**config.mk**
```make
export PLATFORM = sky130hd
export DESIGN_NAME = midi_event_stream_parser_top
export DESIGN_NICKNAME = d
export VERILOG_FILES = /design/src/hdl/mesp_pkg.sv /design/src/hdl/mesp_in_stage.sv /design/src/hdl/mesp_core.sv /design/src/hdl/mesp_out_stage.sv /design/src/hdl/midi_event_stream_parser_top.sv
export SDC_FILE = /design/constraint.sdc
export NUM_CORES = 1
export LEC_CHECK = 0
export BUFFER_PORTS_ARGS = -buffer_cell sky130_fd_sc_hd__buf_2
export CAP_MARGIN = 15
export CORE_MARGIN = 2
export CORE_UTILIZATION = 45
export DETAILED_ROUTE_END_ITERATION = 6
export MAX_ROUTING_LAYER = met4
export PLACE_DENSITY = 0.69
export SYNTH_ARGS = -nofsm -noshare
export SYNTH_HDL_FRONTEND = slang
export SYNTH_SLANG_ARGS = --single-unit
```
**constraint.sdc**
```tcl
create_clock -name i_clk -period 10.8 [get_ports i_clk]
set_input_delay 1.08 -clock i_clk [delete_from_list [all_inputs] [get_ports i_clk]]
set_output_delay 1.08 -clock i_clk [all_outputs]
set_load 0.02 [all_outputs]
```
**src/hdl/mesp_pkg.sv**
```systemverilog
// Shared types, constants and decode functions of the MIDI event stream parser.
`default_nettype none
package mesp_pkg;

    localparam int CAPTURED_BYTES_DEF = 4;
    localparam int OUT_BYTES = 4;
    localparam int VLQ_W = 28;

    // Status bytes with a fixed meaning.
    localparam logic [7:0] ST_SONG_POS = 8'hF2;
    localparam logic [7:0] ST_SONG_SEL = 8'hF3;
    localparam logic [7:0] ST_META     = 8'hFF;

    // Upper nibbles of channel messages.
    localparam logic [3:0] NIB_NOTE_OFF  = 4'h8;
    localparam logic [3:0] NIB_NOTE_ON   = 4'h9;
    localparam logic [3:0] NIB_POLY_AT   = 4'hA;
    localparam logic [3:0] NIB_CTRL      = 4'hB;
    localparam logic [3:0] NIB_PROGRAM   = 4'hC;
    localparam logic [3:0] NIB_CHAN_AT   = 4'hD;
    localparam logic [3:0] NIB_PITCH     = 4'hE;

    // Meta event types that the parser recognizes.
    localparam logic [7:0] MT_TEXT_LAST   = 8'h09;
    localparam logic [7:0] MT_CHAN_PREFIX = 8'h20;
    localparam logic [7:0] MT_PORT        = 8'h21;
    localparam logic [7:0] MT_END_TRACK   = 8'h2F;
    localparam logic [7:0] MT_TAG         = 8'h4B;
    localparam logic [7:0] MT_TEMPO       = 8'h51;
    localparam logic [7:0] MT_SMPTE       = 8'h54;
    localparam logic [7:0] MT_TIME_SIG    = 8'h58;
    localparam logic [7:0] MT_KEY_SIG     = 8'h59;
    localparam logic [7:0] MT_SEQ_SPEC    = 8'h7F;

    localparam logic [VLQ_W-1:0] LEN_TWO = VLQ_W'(2);
    localparam logic [VLQ_W-1:0] LEN_ONE = VLQ_W'(1);

    typedef enum logic [2:0] {
        PH_READY   = 3'd0,
        PH_DELTA   = 3'd1,
        PH_STATUS  = 3'd2,
        PH_PAYLOAD = 3'd3,
        PH_MTYPE   = 3'd4,
        PH_MLEN    = 3'd5
    } t_phase;

    typedef enum logic [1:0] {
        EK_CHANNEL = 2'd0,
        EK_META    = 2'd1,
        EK_ERROR   = 2'd2
    } t_kind;

    typedef enum logic [1:0] {
        SC_TWO,
        SC_ONE,
        SC_META,
        SC_OTHER
    } t_scls;

    typedef struct packed {
        t_kind                         kind;
        logic [7:0]                    status;
        logic [6:0]                    meta_type;
        logic [VLQ_W-1:0]              delta;
        logic [VLQ_W-1:0]              length;
        logic [OUT_BYTES-1:0][7:0]     payload;
    } t_event;

    function automatic t_scls f_status_class(input logic [7:0] b);
        t_scls c;
        case (b[7:4])
            NIB_NOTE_OFF, NIB_NOTE_ON, NIB_POLY_AT, NIB_CTRL, NIB_PITCH: c = SC_TWO;
            NIB_PROGRAM, NIB_CHAN_AT: c = SC_ONE;
            default: begin
                if (b == ST_SONG_POS) begin
                    c = SC_TWO;
                end else if (b == ST_SONG_SEL) begin
                    c = SC_ONE;
                end else if (b == ST_META) begin
                    c = SC_META;
                end else begin
                    c = SC_OTHER;
                end
            end
        endcase
        return c;
    endfunction

    function automatic logic f_known_meta(input logic [7:0] t);
        logic k;
        case (t)
            MT_CHAN_PREFIX, MT_PORT, MT_END_TRACK, MT_TAG, MT_TEMPO,
            MT_SMPTE, MT_TIME_SIG, MT_KEY_SIG, MT_SEQ_SPEC: k = 1'b1;
            default: k = (t <= MT_TEXT_LAST);
        endcase
        return k;
    endfunction

endpackage
`default_nettype wire

```
**src/hdl/mesp_in_stage.sv**
```systemverilog
// Input register that holds one raw stream byte until the parser takes it.
`default_nettype none
module mesp_in_stage (
    input  wire logic       i_clk,
    input  wire logic       i_rst_n,
    input  wire logic       i_valid,
    output logic            o_ready,
    input  wire logic [7:0] i_data_byte,
    input  wire logic       i_take,
    output logic            o_valid,
    output logic [7:0]      o_byte
);

    logic       r_valid;
    logic [7:0] r_byte;

    assign o_ready = !r_valid || i_take;
    assign o_valid = r_valid;
    assign o_byte  = r_byte;

    always_ff @(posedge i_clk) begin
        if (!i_rst_n) begin
            r_valid <= 1'b0;
        end else if (i_valid && o_ready) begin
            r_valid <= 1'b1;
        end else if (i_take) begin
            r_valid <= 1'b0;
        end
    end

    always_ff @(posedge i_clk) begin
        if (i_valid && o_ready) begin
            r_byte <= i_data_byte;
        end
    end

endmodule
`default_nettype wire

```
**src/hdl/mesp_core.sv**
```systemverilog
// Parser state machine and event assembly, one byte per step.
`default_nettype none
module mesp_core #(
    parameter int CAPTURED_BYTES = mesp_pkg::CAPTURED_BYTES_DEF
) (
    input  wire logic       i_clk,
    input  wire logic       i_rst_n,
    input  wire logic       i_step,
    input  wire logic [7:0] i_byte,
    input  wire logic       i_smf_mode,
    output logic            o_emit,
    output mesp_pkg::t_event o_event
);

    localparam int W = mesp_pkg::VLQ_W;

    mesp_pkg::t_phase r_phase, n_phase;
    logic [7:0]       r_status, n_status;
    logic [6:0]       r_meta, n_meta;
    logic [W-1:0]     r_vlq, n_vlq;
    logic [W-1:0]     r_delta, n_delta;
    logic [W-1:0]     r_expected, n_expected;
    logic [W-1:0]     r_received, n_received;
    logic [7:0]       r_capt [CAPTURED_BYTES];
    logic [7:0]       n_capt [CAPTURED_BYTES];
    logic [7:0]       w_pad  [mesp_pkg::OUT_BYTES];

    mesp_pkg::t_scls  w_cls;
    logic             w_b7;
    logic [W-1:0]     w_vlq_next;
    logic [W-1:0]     w_rcv_inc;
    logic             w_done;
    logic             w_known;
    logic             w_ready_like;
    logic             w_take;
    logic             w_fixed_len;

    assign w_b7        = i_byte[7];
    assign w_cls       = mesp_pkg::f_status_class(i_byte);
    assign w_known     = mesp_pkg::f_known_meta(i_byte);
    assign w_vlq_next  = {r_vlq[W-8:0], i_byte[6:0]};
    assign w_rcv_inc   = r_received + W'(1);
    assign w_done      = (w_rcv_inc >= r_expected);
    assign w_ready_like = (r_phase != mesp_pkg::PH_DELTA) && (r_phase != mesp_pkg::PH_STATUS)
                       && (r_phase != mesp_pkg::PH_PAYLOAD) && (r_phase != mesp_pkg::PH_MTYPE)
                       && (r_phase != mesp_pkg::PH_MLEN);
    // A status byte is taken either right after the delta time or, outside
    // file mode, as the first byte of an event.
    assign w_take      = (r_phase == mesp_pkg::PH_STATUS) || (w_ready_like && !i_smf_mode);
    assign w_fixed_len = w_b7 && ((w_cls == mesp_pkg::SC_TWO) || (w_cls == mesp_pkg::SC_ONE));

    // Next phase.
    always_comb begin
        n_phase = r_phase;
        case (r_phase)
            mesp_pkg::PH_DELTA: begin
                n_phase = w_b7 ? mesp_pkg::PH_DELTA : mesp_pkg::PH_STATUS;
            end
            mesp_pkg::PH_PAYLOAD: begin
                n_phase = w_done ? mesp_pkg::PH_READY : mesp_pkg::PH_PAYLOAD;
            end
            mesp_pkg::PH_MTYPE: begin
                n_phase = w_known ? mesp_pkg::PH_MLEN : mesp_pkg::PH_MTYPE;
            end
            mesp_pkg::PH_MLEN: begin
                if (!w_b7) begin
                    n_phase = (w_vlq_next != '0) ? mesp_pkg::PH_PAYLOAD : mesp_pkg::PH_READY;
                end
            end
            mesp_pkg::PH_STATUS: begin
                if (w_fixed_len) begin
                    n_phase = mesp_pkg::PH_PAYLOAD;
                end else if (w_b7 && (w_cls == mesp_pkg::SC_META)) begin
                    n_phase = mesp_pkg::PH_MTYPE;
                end
            end
            default: begin
                if (i_smf_mode) begin
                    n_phase = w_b7 ? mesp_pkg::PH_DELTA : mesp_pkg::PH_STATUS;
                end else if (w_fixed_len) begin
                    n_phase = mesp_pkg::PH_PAYLOAD;
                end else if (w_b7 && (w_cls == mesp_pkg::SC_META)) begin
                    n_phase = mesp_pkg::PH_MTYPE;
                end else begin
                    n_phase = mesp_pkg::PH_READY;
                end
            end
        endcase
    end

    // Payload capture slots.
    always_comb begin
        for (int i = 0; i < CAPTURED_BYTES; i++) begin
            n_capt[i] = r_capt[i];
        end
        case (r_phase)
            mesp_pkg::PH_PAYLOAD: begin
                for (int i = 0; i < CAPTURED_BYTES; i++) begin
                    if (r_received == W'(i)) begin
                        n_capt[i] = i_byte;
                    end
                end
            end
            mesp_pkg::PH_MTYPE, mesp_pkg::PH_MLEN: begin
                if ((r_phase == mesp_pkg::PH_MTYPE) ? w_known : !w_b7) begin
                    for (int i = 0; i < CAPTURED_BYTES; i++) begin
                        n_capt[i] = '0;
                    end
                end
            end
            default: begin
                if (w_take && w_fixed_len) begin
                    for (int i = 0; i < CAPTURED_BYTES; i++) begin
                        n_capt[i] = '0;
                    end
                end
            end
        endcase
    end

    for (genvar g = 0; g < mesp_pkg::OUT_BYTES; g++) begin : g_pad
        if (g < CAPTURED_BYTES) begin : g_slot
            assign w_pad[g] = n_capt[g];
        end else begin : g_none
            assign w_pad[g] = '0;
        end
    end

    // Scalar state updates and the event that a step completes.
    always_comb begin
        n_status   = r_status;
        n_meta     = r_meta;
        n_vlq      = r_vlq;
        n_delta    = r_delta;
        n_expected = r_expected;
        n_received = r_received;
        o_emit     = 1'b0;
        o_event    = '0;
        case (r_phase)
            mesp_pkg::PH_DELTA: begin
                n_vlq = w_vlq_next;
                if (!w_b7) begin
                    n_delta = w_vlq_next;
                end
            end
            mesp_pkg::PH_STATUS: begin
            end
            mesp_pkg::PH_PAYLOAD: begin
                n_received = w_rcv_inc;
                if (w_done) begin
                    o_emit         = 1'b1;
                    o_event.kind   = (r_status == mesp_pkg::ST_META) ? mesp_pkg::EK_META
                                                                      : mesp_pkg::EK_CHANNEL;
                    o_event.status = r_status;
                    o_event.meta_type = (r_status == mesp_pkg::ST_META) ? r_meta : '0;
                    o_event.delta  = r_delta;
                    o_event.length = w_rcv_inc;
                    for (int i = 0; i < mesp_pkg::OUT_BYTES; i++) begin
                        o_event.payload[i] = w_pad[i];
                    end
                end
            end
            mesp_pkg::PH_MTYPE: begin
                n_meta = i_byte[6:0];
                if (w_known) begin
                    n_vlq      = '0;
                    n_received = '0;
                end
            end
            mesp_pkg::PH_MLEN: begin
                n_vlq = w_vlq_next;
                if (!w_b7) begin
                    n_expected = w_vlq_next;
                    n_received = '0;
                    if (w_vlq_next == '0) begin
                        o_emit            = 1'b1;
                        o_event.kind      = mesp_pkg::EK_META;
                        o_event.status    = r_status;
                        o_event.meta_type = r_meta;
                        o_event.delta     = r_delta;
                    end
                end
            end
            default: begin
                n_status = '0;
                n_meta   = '0;
                n_delta  = '0;
                if (i_smf_mode) begin
                    n_vlq = {{(W-7){1'b0}}, i_byte[6:0]};
                    if (!w_b7) begin
                        n_delta = {{(W-7){1'b0}}, i_byte[6:0]};
                    end
                end
            end
        endcase
        if (w_take) begin
            if (!w_b7) begin
                n_status      = '0;
                o_emit        = 1'b1;
                o_event.kind  = mesp_pkg::EK_ERROR;
                o_event.delta = n_delta;
            end else begin
                n_status = i_byte;
                if (w_fixed_len) begin
                    n_expected = (w_cls == mesp_pkg::SC_TWO) ? mesp_pkg::LEN_TWO
                                                              : mesp_pkg::LEN_ONE;
                    n_received = '0;
                end
            end
        end
    end

    always_ff @(posedge i_clk) begin
        if (!i_rst_n) begin
            r_phase    <= mesp_pkg::PH_READY;
            r_status   <= '0;
            r_meta     <= '0;
            r_vlq      <= '0;
            r_delta    <= '0;
            r_expected <= '0;
            r_received <= '0;
            for (int i = 0; i < CAPTURED_BYTES; i++) begin
                r_capt[i] <= '0;
            end
        end else if (i_step) begin
            r_phase    <= n_phase;
            r_status   <= n_status;
            r_meta     <= n_meta;
            r_vlq      <= n_vlq;
            r_delta    <= n_delta;
            r_expected <= n_expected;
            r_received <= n_received;
            for (int i = 0; i < CAPTURED_BYTES; i++) begin
                r_capt[i] <= n_capt[i];
            end
        end
    end

`ifndef NO_ASSERTIONS
    // A completed channel or meta event always returns the parser to a new event.
    a_done_to_ready: assert property (@(posedge i_clk) disable iff (!i_rst_n)
        (i_step && o_emit && (o_event.kind != mesp_pkg::EK_ERROR))
        |=> (r_phase == mesp_pkg::PH_READY))
        else $error("completed event did not return to ready");

    // While payload bytes are pending the count stays below the expected length.
    a_count_bound: assert property (@(posedge i_clk) disable iff (!i_rst_n)
        (r_phase == mesp_pkg::PH_PAYLOAD) |-> (r_received < r_expected))
        else $error("payload count reached its length inside the payload phase");

    // Outside file mode no delta time is read and no status wait is entered.
    a_live_no_delta: assert property (@(posedge i_clk) disable iff (!i_rst_n)
        (i_step && w_ready_like && !i_smf_mode)
        |=> ((r_phase != mesp_pkg::PH_DELTA) && (r_phase != mesp_pkg::PH_STATUS)))
        else $error("live stream entered a file-mode phase");
`endif

endmodule
`default_nettype wire

```
**src/hdl/mesp_out_stage.sv**
```systemverilog
// Result register that holds one completed event until the consumer takes it.
`default_nettype none
module mesp_out_stage (
    input  wire logic             i_clk,
    input  wire logic             i_rst_n,
    input  wire logic             i_load,
    input  wire mesp_pkg::t_event i_event,
    input  wire logic             i_ready,
    output logic                  o_space,
    output logic                  o_valid,
    output mesp_pkg::t_event      o_event
);

    logic             r_valid;
    mesp_pkg::t_event r_event;

    assign o_space = !r_valid || i_ready;
    assign o_valid = r_valid;
    assign o_event = r_event;

    always_ff @(posedge i_clk) begin
        if (!i_rst_n) begin
            r_valid <= 1'b0;
        end else if (i_load) begin
            r_valid <= 1'b1;
        end else if (i_ready) begin
            r_valid <= 1'b0;
        end
    end

    always_ff @(posedge i_clk) begin
        if (i_load) begin
            r_event <= i_event;
        end
    end

endmodule
`default_nettype wire

```
**src/hdl/midi_event_stream_parser_top.sv**
```systemverilog
// Top level of the MIDI event stream parser: byte input, event output, mode register.
`default_nettype none
// Channel   Direction  Handshake           Beat contents
// input     in         i_valid / o_ready   i_data_byte: one raw MIDI byte
// output    out        o_valid / i_ready   o_event_kind .. o_payload_byte3: one event
// config    in         i_cfg_we            i_cfg_data: smf_mode, no wait, no read-back
//
// An accepted byte waits in the input register until the parser step takes it, and
// its event, if any, is then loaded into the result register that drives the output.
// The parser step is a single pass of short logic between the input register and
// the result register, so sustained throughput is one byte per cycle unless the output stalls.
// Reset is synchronous and active low; it clears the parser to wait for a new event
// and drops both valid flags. A stalled output holds its event; the parser step and
// the input register stall only while the result register is still full.
module midi_event_stream_parser_top #(
    parameter int CAPTURED_BYTES = mesp_pkg::CAPTURED_BYTES_DEF
) (
    input  wire logic        i_clk,
    input  wire logic        i_rst_n,
    input  wire logic        i_valid,
    output logic             o_ready,
    input  wire logic [7:0]  i_data_byte,
    output logic             o_valid,
    input  wire logic        i_ready,
    output logic [1:0]       o_event_kind,
    output logic [7:0]       o_status_byte,
    output logic [6:0]       o_meta_type,
    output logic [27:0]      o_delta_time,
    output logic [27:0]      o_payload_length,
    output logic [7:0]       o_payload_byte0,
    output logic [7:0]       o_payload_byte1,
    output logic [7:0]       o_payload_byte2,
    output logic [7:0]       o_payload_byte3,
    input  wire logic        i_cfg_we,
    input  wire logic        i_cfg_data
);

    // File mode: each event is preceded by a delta time.
    logic r_smf_mode;

    logic             w_in_valid;
    logic [7:0]       w_in_byte;
    logic             w_space;
    logic             w_step;
    logic             w_emit;
    mesp_pkg::t_event w_event;
    mesp_pkg::t_event w_out_event;

    // A byte steps the parser only when the result register can take whatever it makes.
    assign w_step = w_in_valid && w_space;

    always_ff @(posedge i_clk) begin
        if (!i_rst_n) begin
            r_smf_mode <= 1'b0;
        end else if (i_cfg_we) begin
            r_smf_mode <= i_cfg_data;
        end
    end

    mesp_in_stage u_in (
        .i_clk       (i_clk),
        .i_rst_n     (i_rst_n),
        .i_valid     (i_valid),
        .o_ready     (o_ready),
        .i_data_byte (i_data_byte),
        .i_take      (w_step),
        .o_valid     (w_in_valid),
        .o_byte      (w_in_byte)
    );

    mesp_core #(
        .CAPTURED_BYTES (CAPTURED_BYTES)
    ) u_core (
        .i_clk      (i_clk),
        .i_rst_n    (i_rst_n),
        .i_step     (w_step),
        .i_byte     (w_in_byte),
        .i_smf_mode (r_smf_mode),
        .o_emit     (w_emit),
        .o_event    (w_event)
    );

    mesp_out_stage u_out (
        .i_clk   (i_clk),
        .i_rst_n (i_rst_n),
        .i_load  (w_step && w_emit),
        .i_event (w_event),
        .i_ready (i_ready),
        .o_space (w_space),
        .o_valid (o_valid),
        .o_event (w_out_event)
    );

    // Unpack the held event onto the individual field ports.
    assign o_event_kind     = w_out_event.kind;
    assign o_status_byte    = w_out_event.status;
    assign o_meta_type      = w_out_event.meta_type;
    assign o_delta_time     = w_out_event.delta;
    assign o_payload_length = w_out_event.length;
    assign o_payload_byte0  = w_out_event.payload[0];
    assign o_payload_byte1  = w_out_event.payload[1];
    assign o_payload_byte2  = w_out_event.payload[2];
    assign o_payload_byte3  = w_out_event.payload[3];

endmodule
`default_nettype wire

```
* Word-level counts from Yosys, hierarchy flattened
Memory sizes are Yosys's and may differ from the RTL's. Cells that the tools add are included.
Operators by class: add/sub/neg operators 1, multiplexer cells 75, equality and inequality tests 39, magnitude comparators 2, reductions and logical operators 40, bitwise logic cells 6
Operator list (count):
- $mux W28 | 14
- $mux W105 | 1
- $pmux W45 S2 | 1
- $mux W44 | 2
- $mux W8 | 11
- $pmux W28 S3 | 1
- $mux W32 | 2
- $pmux W32 S2 | 1
- $pmux W21 S3 | 1
- $eq A28 B2 Y1 const B | 2
- $logic_not A28 Y1 | 2
- $pmux W28 S2 | 1
- $eq A8 B7 Y1 const B | 6
- $mux W21 | 2
- $eq A8 B8 Y1 const B | 4
- $add A28 B1 Y28 const B | 1
- $eq A28 B1 Y1 const B | 1
- $eq A4 B4 Y1 const B | 7
- $ge A28 B28 Y1 | 1
- $reduce_bool A28 Y1 | 1
- $eq A8 B6 Y1 const B | 3
- $mux W1 | 18
- $mux W3 | 6
- $mux W2 | 8
- other kinds (31) | 66
Storage, ports and cells: flip-flop bits (word level) 239, bits in writable memories 32, word-level logic and storage cells 184, memories kept 1, output and inout bits 107, bits of input ports 14
Memory list:
- u_core.r_capt | depth 4, bits a word 8, read ports 4, clocked after Yosys merged registers in 0, write ports 4, line mesp_core.sv:24 | logic [7:0] r_capt [CAPTURED_BYTES];

* Longest topological paths before layout
Gate-level depths: netlist (run 1).
word-level depth 15, depth in mapped cells 17, gate-level depth less buffers 15

* Cells and area by module
From an unflattened synthesis (run 1), not the netlist that was laid out.
Unflattened totals: cells, all modules 1126, area total of the unflattened synthesis 11995.3 µm²
Modules (own cells, without submodules):
- mesp_core | cells an instance 999, times used 1, seq. area each 3423.3 µm², area each 8446.9 µm²
- mesp_out_stage | cells an instance 109, times used 1, seq. area each 3173.0 µm², area each 3201.8 µm²
- mesp_in_stage | cells an instance 13, times used 1, seq. area each 260.2 µm², area each 297.8 µm²
- midi_event_stream_parser_top | cells an instance 5, times used 1, seq. area each 20.0 µm², area each 48.8 µm²

* Worst setup path after synthesis (run 1)
No wires, ideal clock.
path kind flip-flop to flip-flop, start point reg u_core.r_received[3], end point reg u_out.r_event, in the netlist u_out.o_event[0] (enable), path slack 1685 ps, data required time 10169 ps, buffers on the path 3, arrival time 8484 ps, setup time 631 ps, clock period less this slack 9115 ps, cell stages (with the launch flop) 16, path through dfxtp_1 -> clkbuf_1 -> nand4_1 -> nor4_1 -> and3_1 -> buf_2 -> and4_1 -> xor2_1 -> ha_1 -> nand4_1 -> nor3_1 -> nand2_1 -> inv_1 -> a21oi_1 -> clkbuf_1 -> a31oi_1
On the way: longest elaborated chain between the ends 7
RTL lines:
- from (decl) | line mesp_core.sv:23 | logic [W-1:0] r_received, n_received;
- from (signal assigned) | line mesp_core.sv:232 | r_received <= n_received;
- $add A28 B1 Y28 * | line mesp_core.sv:42 | assign w_rcv_inc = r_received + W'(1);
- named net u_core.w_rcv_inc[27] | line mesp_core.sv:31 | logic [W-1:0] w_rcv_inc;
- $ge A28 B28 Y1 * | line mesp_core.sv:43 | assign w_done = (w_rcv_inc >= r_expected);
- $mux W1 * | line mesp_core.sv:150 | if (w_done) begin
- $pmux W1 S2 * | line mesp_core.sv:139 | case (r_phase)
- $mux W1 | line mesp_core.sv:197 | if (!w_b7) begin
- $mux W1 * | line mesp_core.sv:196 | if (w_take) begin
- $logic_and A1 B1 Y1 * | line midi_event_stream_parser_top.sv:86 | .i_load (w_step && w_emit),
- named net u_out.i_load | line mesp_out_stage.sv:6 | input wire logic i_load,
- to (signal assigned) | line mesp_out_stage.sv:33 | r_event <= i_event;
- to (decl) | line mesp_out_stage.sv:15 | mesp_pkg::t_event r_event;
The timed path passes the listed nets; every way through them passes the cells marked *. A chain may end at the register's enable or synchronous reset.

* Worst setup path after layout (run 1)
start point reg u_core.r_received[9], end point reg u_out.r_event, in the netlist u_out.o_event[43] (enable)
The elaborated chain is that of the path after synthesis.

==> flow_metrics.env, run 1 <==
export IMPL_start_util_pct=45.9
export IMPL_areaGrowthSynthToFinish_pct=15.2
export IMPL_synthArstFlopShare_pct=0
export IMPL_cts_tree="built"
export IMPL_critPathRequiredTime_ps=10970
export IMPL_synth_net_count=1195
export IMPL_seq_area_um2=6880
export IMPL_synth_cells=1149
export IMPL_antenna_left=0
export IMPL_power_density_nw_per_um2=160
export IMPL_grt_use_total_pct=20.9
export IMPL_clk_latency_ps=560
export IMPL_grt_antenna_before_repair=0
export IMPL_drt_pass1_iter_count=7
export IMPL_violations="DRC"
export IMPL_p_clk_share_pct=43.1
export IMPL_hold_path_class="register to register"
export IMPL_cts_setup_buffers=0
export IMPL_p_leak_nw=5.42
export IMPL_slew_viol_final=0
export IMPL_internal_power_mw=1.69
export IMPL_startpoint_type="register"
export IMPL_fp_dieW_um=167
export IMPL_grt_start_max_net_pins=61
export IMPL_place_inst=1554
export IMPL_clock_path_buffers=3
export IMPL_drtIter0Drc=885
export IMPL_syn_area_per_cell_um2=10.4
export IMPL_pwr_share_comb_pct=6.0
export IMPL_synthSimpleGateAreaFrac_pct=15.4
export IMPL_holdWs_ps=456
export IMPL_min_period_over_period_pct=45.5
export IMPL_root_buffer="clkbuf_16"
export IMPL_numCtsBuffers=28
export IMPL_num_rows=59
export IMPL_die_y_um=167
export IMPL_synth_xor_area_share_pct=1.90
export IMPL_synth_ff_type="edfxtp_1"
export IMPL_rsz0062_at_grt="no"
export IMPL_fin_crit_ps=4920
export IMPL_dpl_hpwl_um=18800
export IMPL_cap_violations=0
export IMPL_cts_sinks=271
export IMPL_yosys_warnings=0
export IMPL_viasPerCell=5.73
export IMPL_gp_congestion=0.952
export IMPL_switchingPower_uw=518
export IMPL_synth_top_family_by_area="compound AO/OA/AOI/OAI gates"
export IMPL_io_buffers=120
export IMPL_end_kind="register"
export IMPL_worst_path_max_fanout=56
export IMPL_path_clk_slew_ps=70
export IMPL_hold_viol_final=0
export IMPL_synth_adder_area_share_pct=3.33
export IMPL_setup_violations=0
export IMPL_synth_cell_types=66
export IMPL_relSlewSlack_pct=31.9
export IMPL_htree_levels=1
export IMPL_yosysSeqAreaShare_pct=57.3
export IMPL_synth_compound_area_share_pct=17.6
export IMPL_finalNonFillerCells=1606
export IMPL_ios=121
export IMPL_syn_area_um2=12000
export IMPL_nets=1295
export IMPL_clock_skew_final_ps=20.9
export IMPL_dieArea_um2=28000
export IMPL_critPathKind="register to register"
export IMPL_synthMuxAreaShare_pct=0.250
export IMPL_drc=4
export IMPL_wl_um=28900
export IMPL_multiInputGateArea_um2=4660
export IMPL_filler_cell_count=2377
export IMPL_ir_drop_uv=103
export IMPL_synth_edff_count=145
export IMPL_grt_pass1_vias=8696
export IMPL_drive_gt1_share_pct=15.4
export IMPL_status="complete, but fails checks"
export IMPL_grt_pass1_wl_um=46300
export IMPL_core_area_um2=26100
export IMPL_synth_seq_cells=271
export IMPL_grt_overflow=0
export IMPL_switching_share_pct=23.4
export IMPL_wl_per_cell_um=18.0
export IMPL_cts_resized_gates=0
export IMPL_fmax_mhz=203
export IMPL_diodes=0
export IMPL_tightest_slew_ps=1020
export IMPL_hold_buffers=0
export IMPL_final_setup_tns_ps=0
export IMPL_seqPwrFrac_pct=50.9
export IMPL_vias=9195
export IMPL_arrival_ps=5090
-- layout by cell type, fill, tap and decap left out, types with 7 or more instances in the layout --
cell | synthesis | routed
clkbuf_1 | 49 | 7
buf_2 | 14 | 120
inv_1 | 57 | 57
nor2_1 | 142 | 141
nand4_1 | 20 | 20
nand2_1 | 92 | 92
a21o_1 | 8 | 8
and2_1 | 14 | 14
xnor2_1 | 10 | 10
a22oi_1 | 53 | 53
o21ai_0 | 51 | 51
nor2b_1 | 38 | 38
ha_1 | 32 | 32
buf_4 | 2 | 19
a22o_1 | 79 | 79
a21oi_1 | 47 | 46
clkbuf_16 | 0 | 29
xor2_1 | 16 | 16
o31ai_1 | 8 | 8
nor3_1 | 13 | 13
edfxtp_1 | 145 | 145
and3_1 | 11 | 11
nand3_1 | 31 | 31
dfxtp_1 | 126 | 126
nor4_1 | 14 | 13
-- synth_stat cells, drive strengths merged, types with 3 or more instances --
cell type,count,share of area [%]
edfxtp,145,36
nor2,142,4.4
dfxtp,126,21
nand2,92,2.9
a22o,79,5.8
inv,57,1.8
o21ai,56,2.4
a22oi,53,3.3
clkbuf,50,1.6
a21oi,47,2.0
nor2b,38,2.0
ha,32,3.3
nand3,31,1.3
nand4,20,1.0
buf,19,0.80
xor2,16,1.2
and2,15,0.78
nor4,15,0.91
nor3,13,0.54
and3,11,0.57
xnor2,10,0.73
o31ai,9,0.60
a21o,8,0.50
a211oi,6,0.38
nand2b,6,0.31
a31oi,5,0.26
and2b,4,0.25
o22ai,4,0.21
and4,3,0.22
mux2i,3,0.25
o221a,3,0.28
o22a,3,0.22
-- path summary, 6_finish.rpt --
check                                          from                               to  slack (ps)  cells past startpoint
hold / removal        u_core.r_meta[5]$_SDFFE_PN0P_    u_core.r_meta[5]$_SDFFE_PN0P_         460                      2
hold reg to reg       u_core.r_meta[5]$_SDFFE_PN0P_    u_core.r_meta[5]$_SDFFE_PN0P_         460                      2
setup / recovery  u_core.r_received[9]$_SDFFE_PN0P_  u_out.o_event[43]$_SDFFCE_PN0P_        5880                     14
setup reg to reg  u_core.r_received[9]$_SDFFE_PN0P_  u_out.o_event[43]$_SDFFCE_PN0P_        5880                     14
-- power by group through the flow --
| stage | Combinational (mW) | Sequential [mW] | Clock (mW) |
|---|---|---|---|
| 2_1_floorplan | 0.0846 | 1.15 | 0 |
| 3_3_place_gp | 0.130 | 1.15 | 0 |
| 3_5_place_dp | 0.131 | 1.15 | 0 |
| 4_1_cts | 0.132 | 1.12 | 0.969 |
| 5_1_grt | 0.144 | 1.13 | 1.01 |
| 6_report | 0.132 | 1.13 | 0.953 |
-- flip-flops by register name (all words and copies together) (netlist names) --
signal             count
u_in.o_valid           1
u_core.r_status        8
u_core.r_meta          7
u_in.o_byte            8
r_smf_mode             1
u_core.r_delta        28
u_out.o_event        105
u_core.r_received     28
u_out.o_valid          1
u_core.r_vlq          21
u_core.r_phase         3
u_core.r_expected     28
u_core.r_capt         32
-- layer usage --
layer	vias to the layer above	GRT usage, %	part of all wire [%]	wire, um
li1	4402	-	-	-
met1	4435	28.5	45	13000
met2	313	33.3	47	13500
met3	45	2.72	6.6	1890
met4	0	5.56	1.7	480
met5	-	-	0	0
-- worst max-delay path: stages (launching register included) --
cell and delay, ps:
dfxtp_1 490, nand4_1 200, nor4_1 500, and3_1 410
and4_1 300, xor2_1 110, ha_1 330, nand4_1 80
nor3_1 310, nand2_1 90, inv_1 150, a21oi_4 80
a31oi_4 160, buf_4 560, buf_4 700
-- final cells by class --
type | count | share of cell area, %
clock inverters | 11 | 0.697
repair buffers | 139 | 5.37
well taps | 335 | 3.03
multi-input cells | 751 | 33.7
inverters | 58 | 1.57
flip-flops and latches | 271 | 49.7
clock buffers | 41 | 5.89
-- stage by stage --
step	worst slack, ps	total power, mW	area (um^2)	util, %
6_report	5880	2.21	13800	52.9
5_1_grt	5420	2.28	13800	52.9
4_1_cts	5860	2.23	13800	52.9
3_5_place_dp	5910	1.28	12900	49.4
3_3_place_gp	6010	1.28	12900	49.4
2_1_floorplan	1690	1.24	12000	-
-- kinds of logic (layout without fill, tap and decap cells) --
kind of cell / count (synthesis) / count (layout)
flops: 271 / 271
fa+ha+maj: 32 / 32
simple gates: 393 / 393
compound gates: 297 / 297
buf+inv: 127 / 249
mux: 3 / 3
xor+xnor: 26 / 26
Power figures use the tool's default switching activity.
==> run 2, diff against run 1 <==
- ABC_AREA: not set -> 1
- PLACE_DENSITY: 0.69 -> 0.7
- clock period: 10.8 -> 4.4 ns (I/O delays scaled with it)
==> run 2 against run 1 <==
  * The run still ends with DRC left
  * Largest cell class unchanged
  * Non-clock buffer count rose by 8
  * Sequential share of layout area fell by 6.0 points
  * Flip-flop and latch count did not move
  * Cell count rose by 37%
  * Register-to-register slack got worse by 5400 ps
  * Clock skew fell by 7.3 ps
  * Routed wire length rose by 40%
==> flow_metrics.env, run 2 <==
export IMPL_status="complete, but fails checks"
export IMPL_violations="DRC"
export IMPL_seq_area_um2=6880
export IMPL_slowest_delay_ps=460
export IMPL_ios=121
export IMPL_grt_pass1_vias=11600
export IMPL_crit_cells=21
export IMPL_fp_dieW_um=179
export IMPL_io_buffers=120
export IMPL_yosys_warnings=0
export IMPL_antenna_left=0
export IMPL_synth_cell_types=40
export IMPL_synthTopCellsByCount="nand2_1 (315), nor2_1 (223), inv_1 (183)"
export IMPL_syn_area_um2=13800
export IMPL_htree_levels=1
export IMPL_rr_worst_depth=21
export IMPL_crit_chain="ha_1, nand3_1, inv_1, nand2_1, nor2_1, nand2_1, and2_1, ha_1, nand2_1, inv_1, nand2_1, nand2_1, a21oi_1, nand2_1, nand2_1, nand2_1, nand2_2, nand2_1, inv_2, buf_4, o22ai_1"
export IMPL_whs_path_depth=1
export IMPL_holdWs_ps=54.4
export IMPL_core_area_um2=30400
export IMPL_synth_cells=1700
export IMPL_min_period_over_period_pct=88.3
export IMPL_cp_top_family="simple AND/OR/NAND/NOR gates"
export IMPL_cts_sinks=271
export IMPL_drt_pass1_iter_count=7
export IMPL_final_setup_tns_ps=0
export IMPL_p_leak_nw=6.21
export IMPL_yosysTopAreaCell="edfxtp_1"
export IMPL_grt_pass1_wl_um=62900
export IMPL_critPathKind="register to register"
export IMPL_synth_area_leaders="edfxtp_1 (31%), dfxtp_1 (18%), nand2_1 (8.6%), nor2_1 (6.1%), inv_1 (5.0%)"
export IMPL_synth_seq_cells=271
export IMPL_yosysMostFrequentCell="nand2_1"
export IMPL_drive_gt1_share_pct=14.4
export IMPL_start_util_pct=45.4
export IMPL_slew_viol_final=0
export IMPL_cp_common_cell="nand2_1"
export IMPL_path_clk_slew_ps=60
export IMPL_cap_violations=0
export IMPL_grt_use_total_pct=25.6
export IMPL_tightest_slew_ps=995
export IMPL_end_kind="register"
export IMPL_dieArea_um2=32100
export IMPL_worst_path_max_fanout=26
export IMPL_ir_drop_uv=278
export IMPL_cpMaxStageDelayCell="dfxtp_1"
export IMPL_drtIter0Drc=1120
export IMPL_die_y_um=179
export IMPL_root_buffer="clkbuf_16"
export IMPL_synth_net_count=1746
export IMPL_startpoint_type="register"
export IMPL_yosysSeqAreaShare_pct=49.7
export IMPL_vias=12200
export IMPL_clock_skew_final_ps=13.6
export IMPL_gp_congestion=0.984
export IMPL_setup_violations=0
export IMPL_hold_viol_final=0
export IMPL_layout_commonest_cell="nand2_1"
export IMPL_synth_ff_type="edfxtp_1"
export IMPL_final_cell_mix="nand2_1 (314), nor2_1 (223), inv_1 (182)"
export IMPL_wl_per_cell_um=18.3
export IMPL_nets=1831
export IMPL_critPathRequiredTime_ps=4700
export IMPL_cts_setup_buffers=0
export IMPL_drc=8
export IMPL_rsz0062_at_grt="no"
export IMPL_cp_buffers_inverters=4
export IMPL_synth_edff_count=145
export IMPL_syn_area_per_cell_um2=8.13
export IMPL_clk_latency_ps=570
export IMPL_numCtsBuffers=29
export IMPL_grt_start_max_net_pins=68
export IMPL_filler_cell_count=2912
export IMPL_grt_antenna_before_repair=0
export IMPL_grt_overflow=0
export IMPL_hold_path_class="input port to register"
export IMPL_synth_top_area_share_pct=31.5
export IMPL_wl_um=40300
export IMPL_num_rows=64
export IMPL_hold_buffers=0
export IMPL_fmax_mhz=257
export IMPL_viasPerCell=5.53
export IMPL_power_density_nw_per_um2=370
export IMPL_relSlewSlack_pct=33.6
export IMPL_synthArstFlopShare_pct=0
export IMPL_areaGrowthSynthToFinish_pct=13.7
export IMPL_dpl_hpwl_um=28000
export IMPL_fin_crit_ps=3890
export IMPL_largest_reg_flops=105
export IMPL_cts_resized_gates=0
export IMPL_diodes=0
export IMPL_arrival_ps=4180
export IMPL_multiInputGateArea_um2=5720
export IMPL_cts_tree="built"
export IMPL_clock_path_buffers=3
## run 2: through the flow
step           setup WS (ps)  instance area (um^2)  instances  utilization, %  total power [mW]
5_1_grt                  102                 15700       2204            51.6              5.99
3_5_place_dp             632                 14700       2150            48.4              3.37
4_1_cts                  595                 15700       2204            51.6              5.84
6_report                 514                 15700       2204            51.6              5.82
2_1_floorplan           10.3                 13800       1700               -              3.21
3_3_place_gp             743                 14700       2150            48.4              3.36
## run 2: cells by family (layout without fill, tap and decap cells)
family | after synthesis | count (layout) | share of synthesized area (%)
and+or+nand+nor | 765 | 765 | 24.3
DFF | 271 | 271 | 49.7
AOI/OAI and AO/OA | 322 | 322 | 13.8
buffers and inverters | 304 | 412 | 8.91
adders and majority gates | 32 | 32 | 2.90
xor gates and xnor gates | 6 | 6 | 0.380
## run 2: final cells by class
| type | count | area share [%] |
|---|---|---|
| tap | 396 | 3.15 |
| multi-input combinational | 1125 | 36.4 |
| sequential | 271 | 43.8 |
| clock inverter | 19 | 1.12 |
| timing repair buffer | 147 | 5.35 |
| clock buffer | 35 | 5.09 |
| inverter | 211 | 5.11 |
## run 2: routing by layer
metal | wire [um] | global-route usage [%] | vias to the layer above | part of all wire [%]
met4 | 989 | 6.96 | 0 | 2.5
met1 | 17400 | 33.8 | 5775 | 43
met2 | 19400 | 42.0 | 445 | 48
met5 | 0 | - | - | 0
li1 | - | - | 5908 | -
met3 | 2550 | 2.97 | 69 | 6.3
## run 2: power breakdown
part / leakage, nW / internal [mW] / switching [mW]
clock network: 0.479 / 1.42 / 1.07
registers: 2.43 / 2.73 / 0.0453
logic: 3.30 / 0.138 / 0.403
total: 6.21 / 4.30 / 1.52
## run 2: final timing paths
kind	slack [ps]	startpoint	to
hold / removal	50	i_data_byte[3]	u_in.o_byte[3]$_DFFE_PP_
setup reg to reg	510	u_core.r_received[0]$_SDFFE_PN0P_	u_out.o_event[74]$_DFFE_PP_
hold reg to reg	460	u_core.r_meta[4]$_SDFFE_PN0P_	u_core.r_meta[4]$_SDFFE_PN0P_
setup / recovery	510	u_core.r_received[0]$_SDFFE_PN0P_	u_out.o_event[74]$_DFFE_PP_
==> run 3, diff against run 2 <==
- CORE_ASPECT_RATIO: not set -> 1.5
- CORE_UTILIZATION: 45 -> 30
- PLACE_DENSITY: 0.7 -> 0.52
==> run 3 against run 2 <==
  * The run now ends clean
  * First-iteration DRC count down 12%
  * Core utilization decreased by 17 points
  * Sequential power about the same
  * Die area increased by 49%
  * Clock power is 2% lower
  * Worst setup slack got worse by 110 ps
  * Routed wire length grew 9.5%
  * Critical endpoint is now u_out.o_event[6]$_SDFFCE_PN0P_
  * Global-route usage shrank 6.5 points
  * Sequential share of layout area fell by 0.63 points
  * Highest routed layer unchanged
  * Clock skew grew 8.2 ps
==> flow_metrics.env, run 3 (same netlist as run 2, synthesis figures left out) <==
export IMPL_status="finished, final reports clean"
export IMPL_switching_share_pct=25.9
export IMPL_dpl_hpwl_um=31400
export IMPL_p_leak_nw=6.22
export IMPL_io_buffers=120
export IMPL_switchingPower_mw=1.49
export IMPL_p_clk_share_pct=42.2
export IMPL_final_cell_mix="nand2_1 (314), nor2_1 (222), inv_1 (182)"
export IMPL_cts_resized_gates=0
export IMPL_numCtsBuffers=27
export IMPL_grt_pass1_wl_um=69000
export IMPL_clock_path_buffers=3
export IMPL_hold_viol_final=0
export IMPL_grt_antenna_before_repair=0
export IMPL_cts_sinks=271
export IMPL_power_total_mw=5.75
export IMPL_viasPerCell=4.99
export IMPL_crit_start="u_core.r_received[14]$_SDFFE_PN0P_"
export IMPL_drtIter0Drc=981
export IMPL_num_rows=96
export IMPL_grt_overflow=0
export IMPL_worst_path_max_fanout=55
export IMPL_startpoint_type="register"
export IMPL_slew_viol_final=0
export IMPL_areaGrowthSynthToFinish_pct=15.4
export IMPL_power_density_nw_per_um2=361
export IMPL_cts_setup_buffers=0
export IMPL_root_buffer="clkbuf_16"
export IMPL_largest_reg_flops=105
export IMPL_pwr_share_comb_pct=9.5
export IMPL_drt_pass1_iter_count=5
export IMPL_internal_power_mw=4.26
export IMPL_ir_drop_uv=273
export IMPL_nets=1832
export IMPL_cap_violations=0
export IMPL_cpMaxStageDelayCell="dfxtp_1"
export IMPL_hold_buffers=0
export IMPL_grt_start_max_net_pins=68
export IMPL_core_area_um2=45600
export IMPL_fin_crit_ps=4000
export IMPL_grt_use_total_pct=19.1
export IMPL_reg2reg_from="u_core.r_received[14]$_SDFFE_PN0P_"
export IMPL_arrival_ps=4220
export IMPL_final_setup_tns_ps=0
export IMPL_die_y_um=267
export IMPL_clk_latency_ps=560
export IMPL_slowest_delay_ps=460
export IMPL_ios=121
export IMPL_min_period_over_period_pct=90.8
export IMPL_tightest_slew_ps=760
export IMPL_wl_per_cell_um=18.4
export IMPL_r2r_end="u_out.o_event[6]$_SDFFCE_PN0P_"
export IMPL_crit_chain="nand2_1, nor3_1, nand2_1, nor2_1, nand3_1, nand2_1, inv_1, ha_1, nand2_1, nor2_1, nand2_1, nor2_1, nand2_1, nand2_1, nor2_1, nand2_1, nand2_2, nand3_1, nand2_1, clkinvlp_4, buf_12"
export IMPL_grt_pass1_vias=11800
export IMPL_cts_tree="built"
export IMPL_cp_common_cell="nand2_1"
export IMPL_layout_commonest_cell="nand2_1"
export IMPL_path_clk_slew_ps=70
export IMPL_drc=0
export IMPL_wl_um=44100
export IMPL_r2r_setup_slack_ps=400
export IMPL_fp_dieW_um=179
export IMPL_dieArea_um2=47900
export IMPL_critical_path_endpoint="u_out.o_event[6]$_SDFFCE_PN0P_"
export IMPL_setup_violations=0
export IMPL_critPathRequiredTime_ps=4620
export IMPL_start_util_pct=30.3
export IMPL_antenna_left=0
export IMPL_drive_gt1_share_pct=14.5
export IMPL_rr_worst_depth=21
export IMPL_htree_levels=1
export IMPL_vias=12000
export IMPL_relSlewSlack_pct=49.3
export IMPL_gp_congestion=0.948
export IMPL_diodes=0
export IMPL_seqPwrFrac_pct=48.3
export IMPL_rsz0062_at_grt="no"
export IMPL_critPathKind="register to register"
export IMPL_end_kind="register"
export IMPL_clock_skew_final_ps=21.8
export IMPL_fmax_mhz=250
export IMPL_hold_path_class="input port to register"
run 3: cell count changes in the layout (fill, tap and decap cells not counted), sizes merged:
cell,change
inv,+2
clkbuf,+3
clkinvlp,-2
clkinv,-7
buf,+3
bufinv,-1
run 3: layout make-up:
| type | count | area [um^2] |
|---|---|---|
| multi-input cells | 1125 | 5730 |
| well taps | 588 | 736 |
| repair buffers | 150 | 876 |
| flip-flops and latches | 271 | 6880 |
| fillers | 4852 | 29700 |
| inverters | 211 | 803 |
| clock inverters | 11 | 97.6 |
| clock buffers | 38 | 832 |
run 3: per-layer routing:
| layer | vias to the layer above | part of all wire [%] | track usage (%) |
|---|---|---|---|
| li1 | 5923 | - | - |
| met1 | 5609 | 40 | 22.3 |
| met2 | 332 | 51 | 33.3 |
| met3 | 87 | 4.1 | 1.70 |
| met4 | 0 | 4.3 | 8.22 |
| met5 | - | 0 | - |
run 3: through the flow:
| step | std cells | util (%) | setup slack [ps] | instance area, um^2 | hold WS [ps] |
|---|---|---|---|---|---|
| 2_1_floorplan | 1700 | - | 10.3 | 13800 | 429 |
| 3_3_place_gp | 2344 | 32.9 | 449 | 15000 | 449 |
| 3_5_place_dp | 2344 | 32.9 | 341 | 15000 | 452 |
| 4_1_cts | 2393 | 34.9 | 306 | 15900 | 56.3 |
| 5_1_grt | 2394 | 34.9 | 22.8 | 15900 | 58.8 |
| 6_report | 2394 | 34.9 | 403 | 15900 | 73.5 |
run 3: worst min-delay path by stage:
stage	from	cells after the start	end
after CTS	i_data_byte[3]	1	u_in.o_byte[3]$_DFFE_PP_
final	i_data_byte[2]	1	u_in.o_byte[2]$_DFFE_PP_
after global placement	u_core.r_meta[4]$_SDFFE_PN0P_	2	u_core.r_meta[4]$_SDFFE_PN0P_
after detailed placement	u_core.r_meta[4]$_SDFFE_PN0P_	2	u_core.r_meta[4]$_SDFFE_PN0P_
after floorplan	u_core.r_meta[4]$_SDFFE_PN0P_	2	u_core.r_meta[4]$_SDFFE_PN0P_
after global routing	i_data_byte[0]	1	u_in.o_byte[0]$_DFFE_PP_
run 3: power by group through the flow:
stage          logic [mW]  registers [mW]  clock network [mW]
5_1_grt             0.606            2.79                2.59
3_5_place_dp        0.550            2.83                   0
3_3_place_gp        0.549            2.83                   0
6_report            0.548            2.78                2.43
4_1_cts             0.552            2.78                2.50
2_1_floorplan       0.361            2.85                   0
run 3: worst max-delay path, delay by kind of cell, from the launching register on:
| kind | cells | cell delay (ps) |
|---|---|---|
| and+or+nand+nor | 17 | 2410 |
| adders and majority gates | 1 | 270 |
| buffers and inverters | 3 | 470 |
| DFF | 1 | 460 |
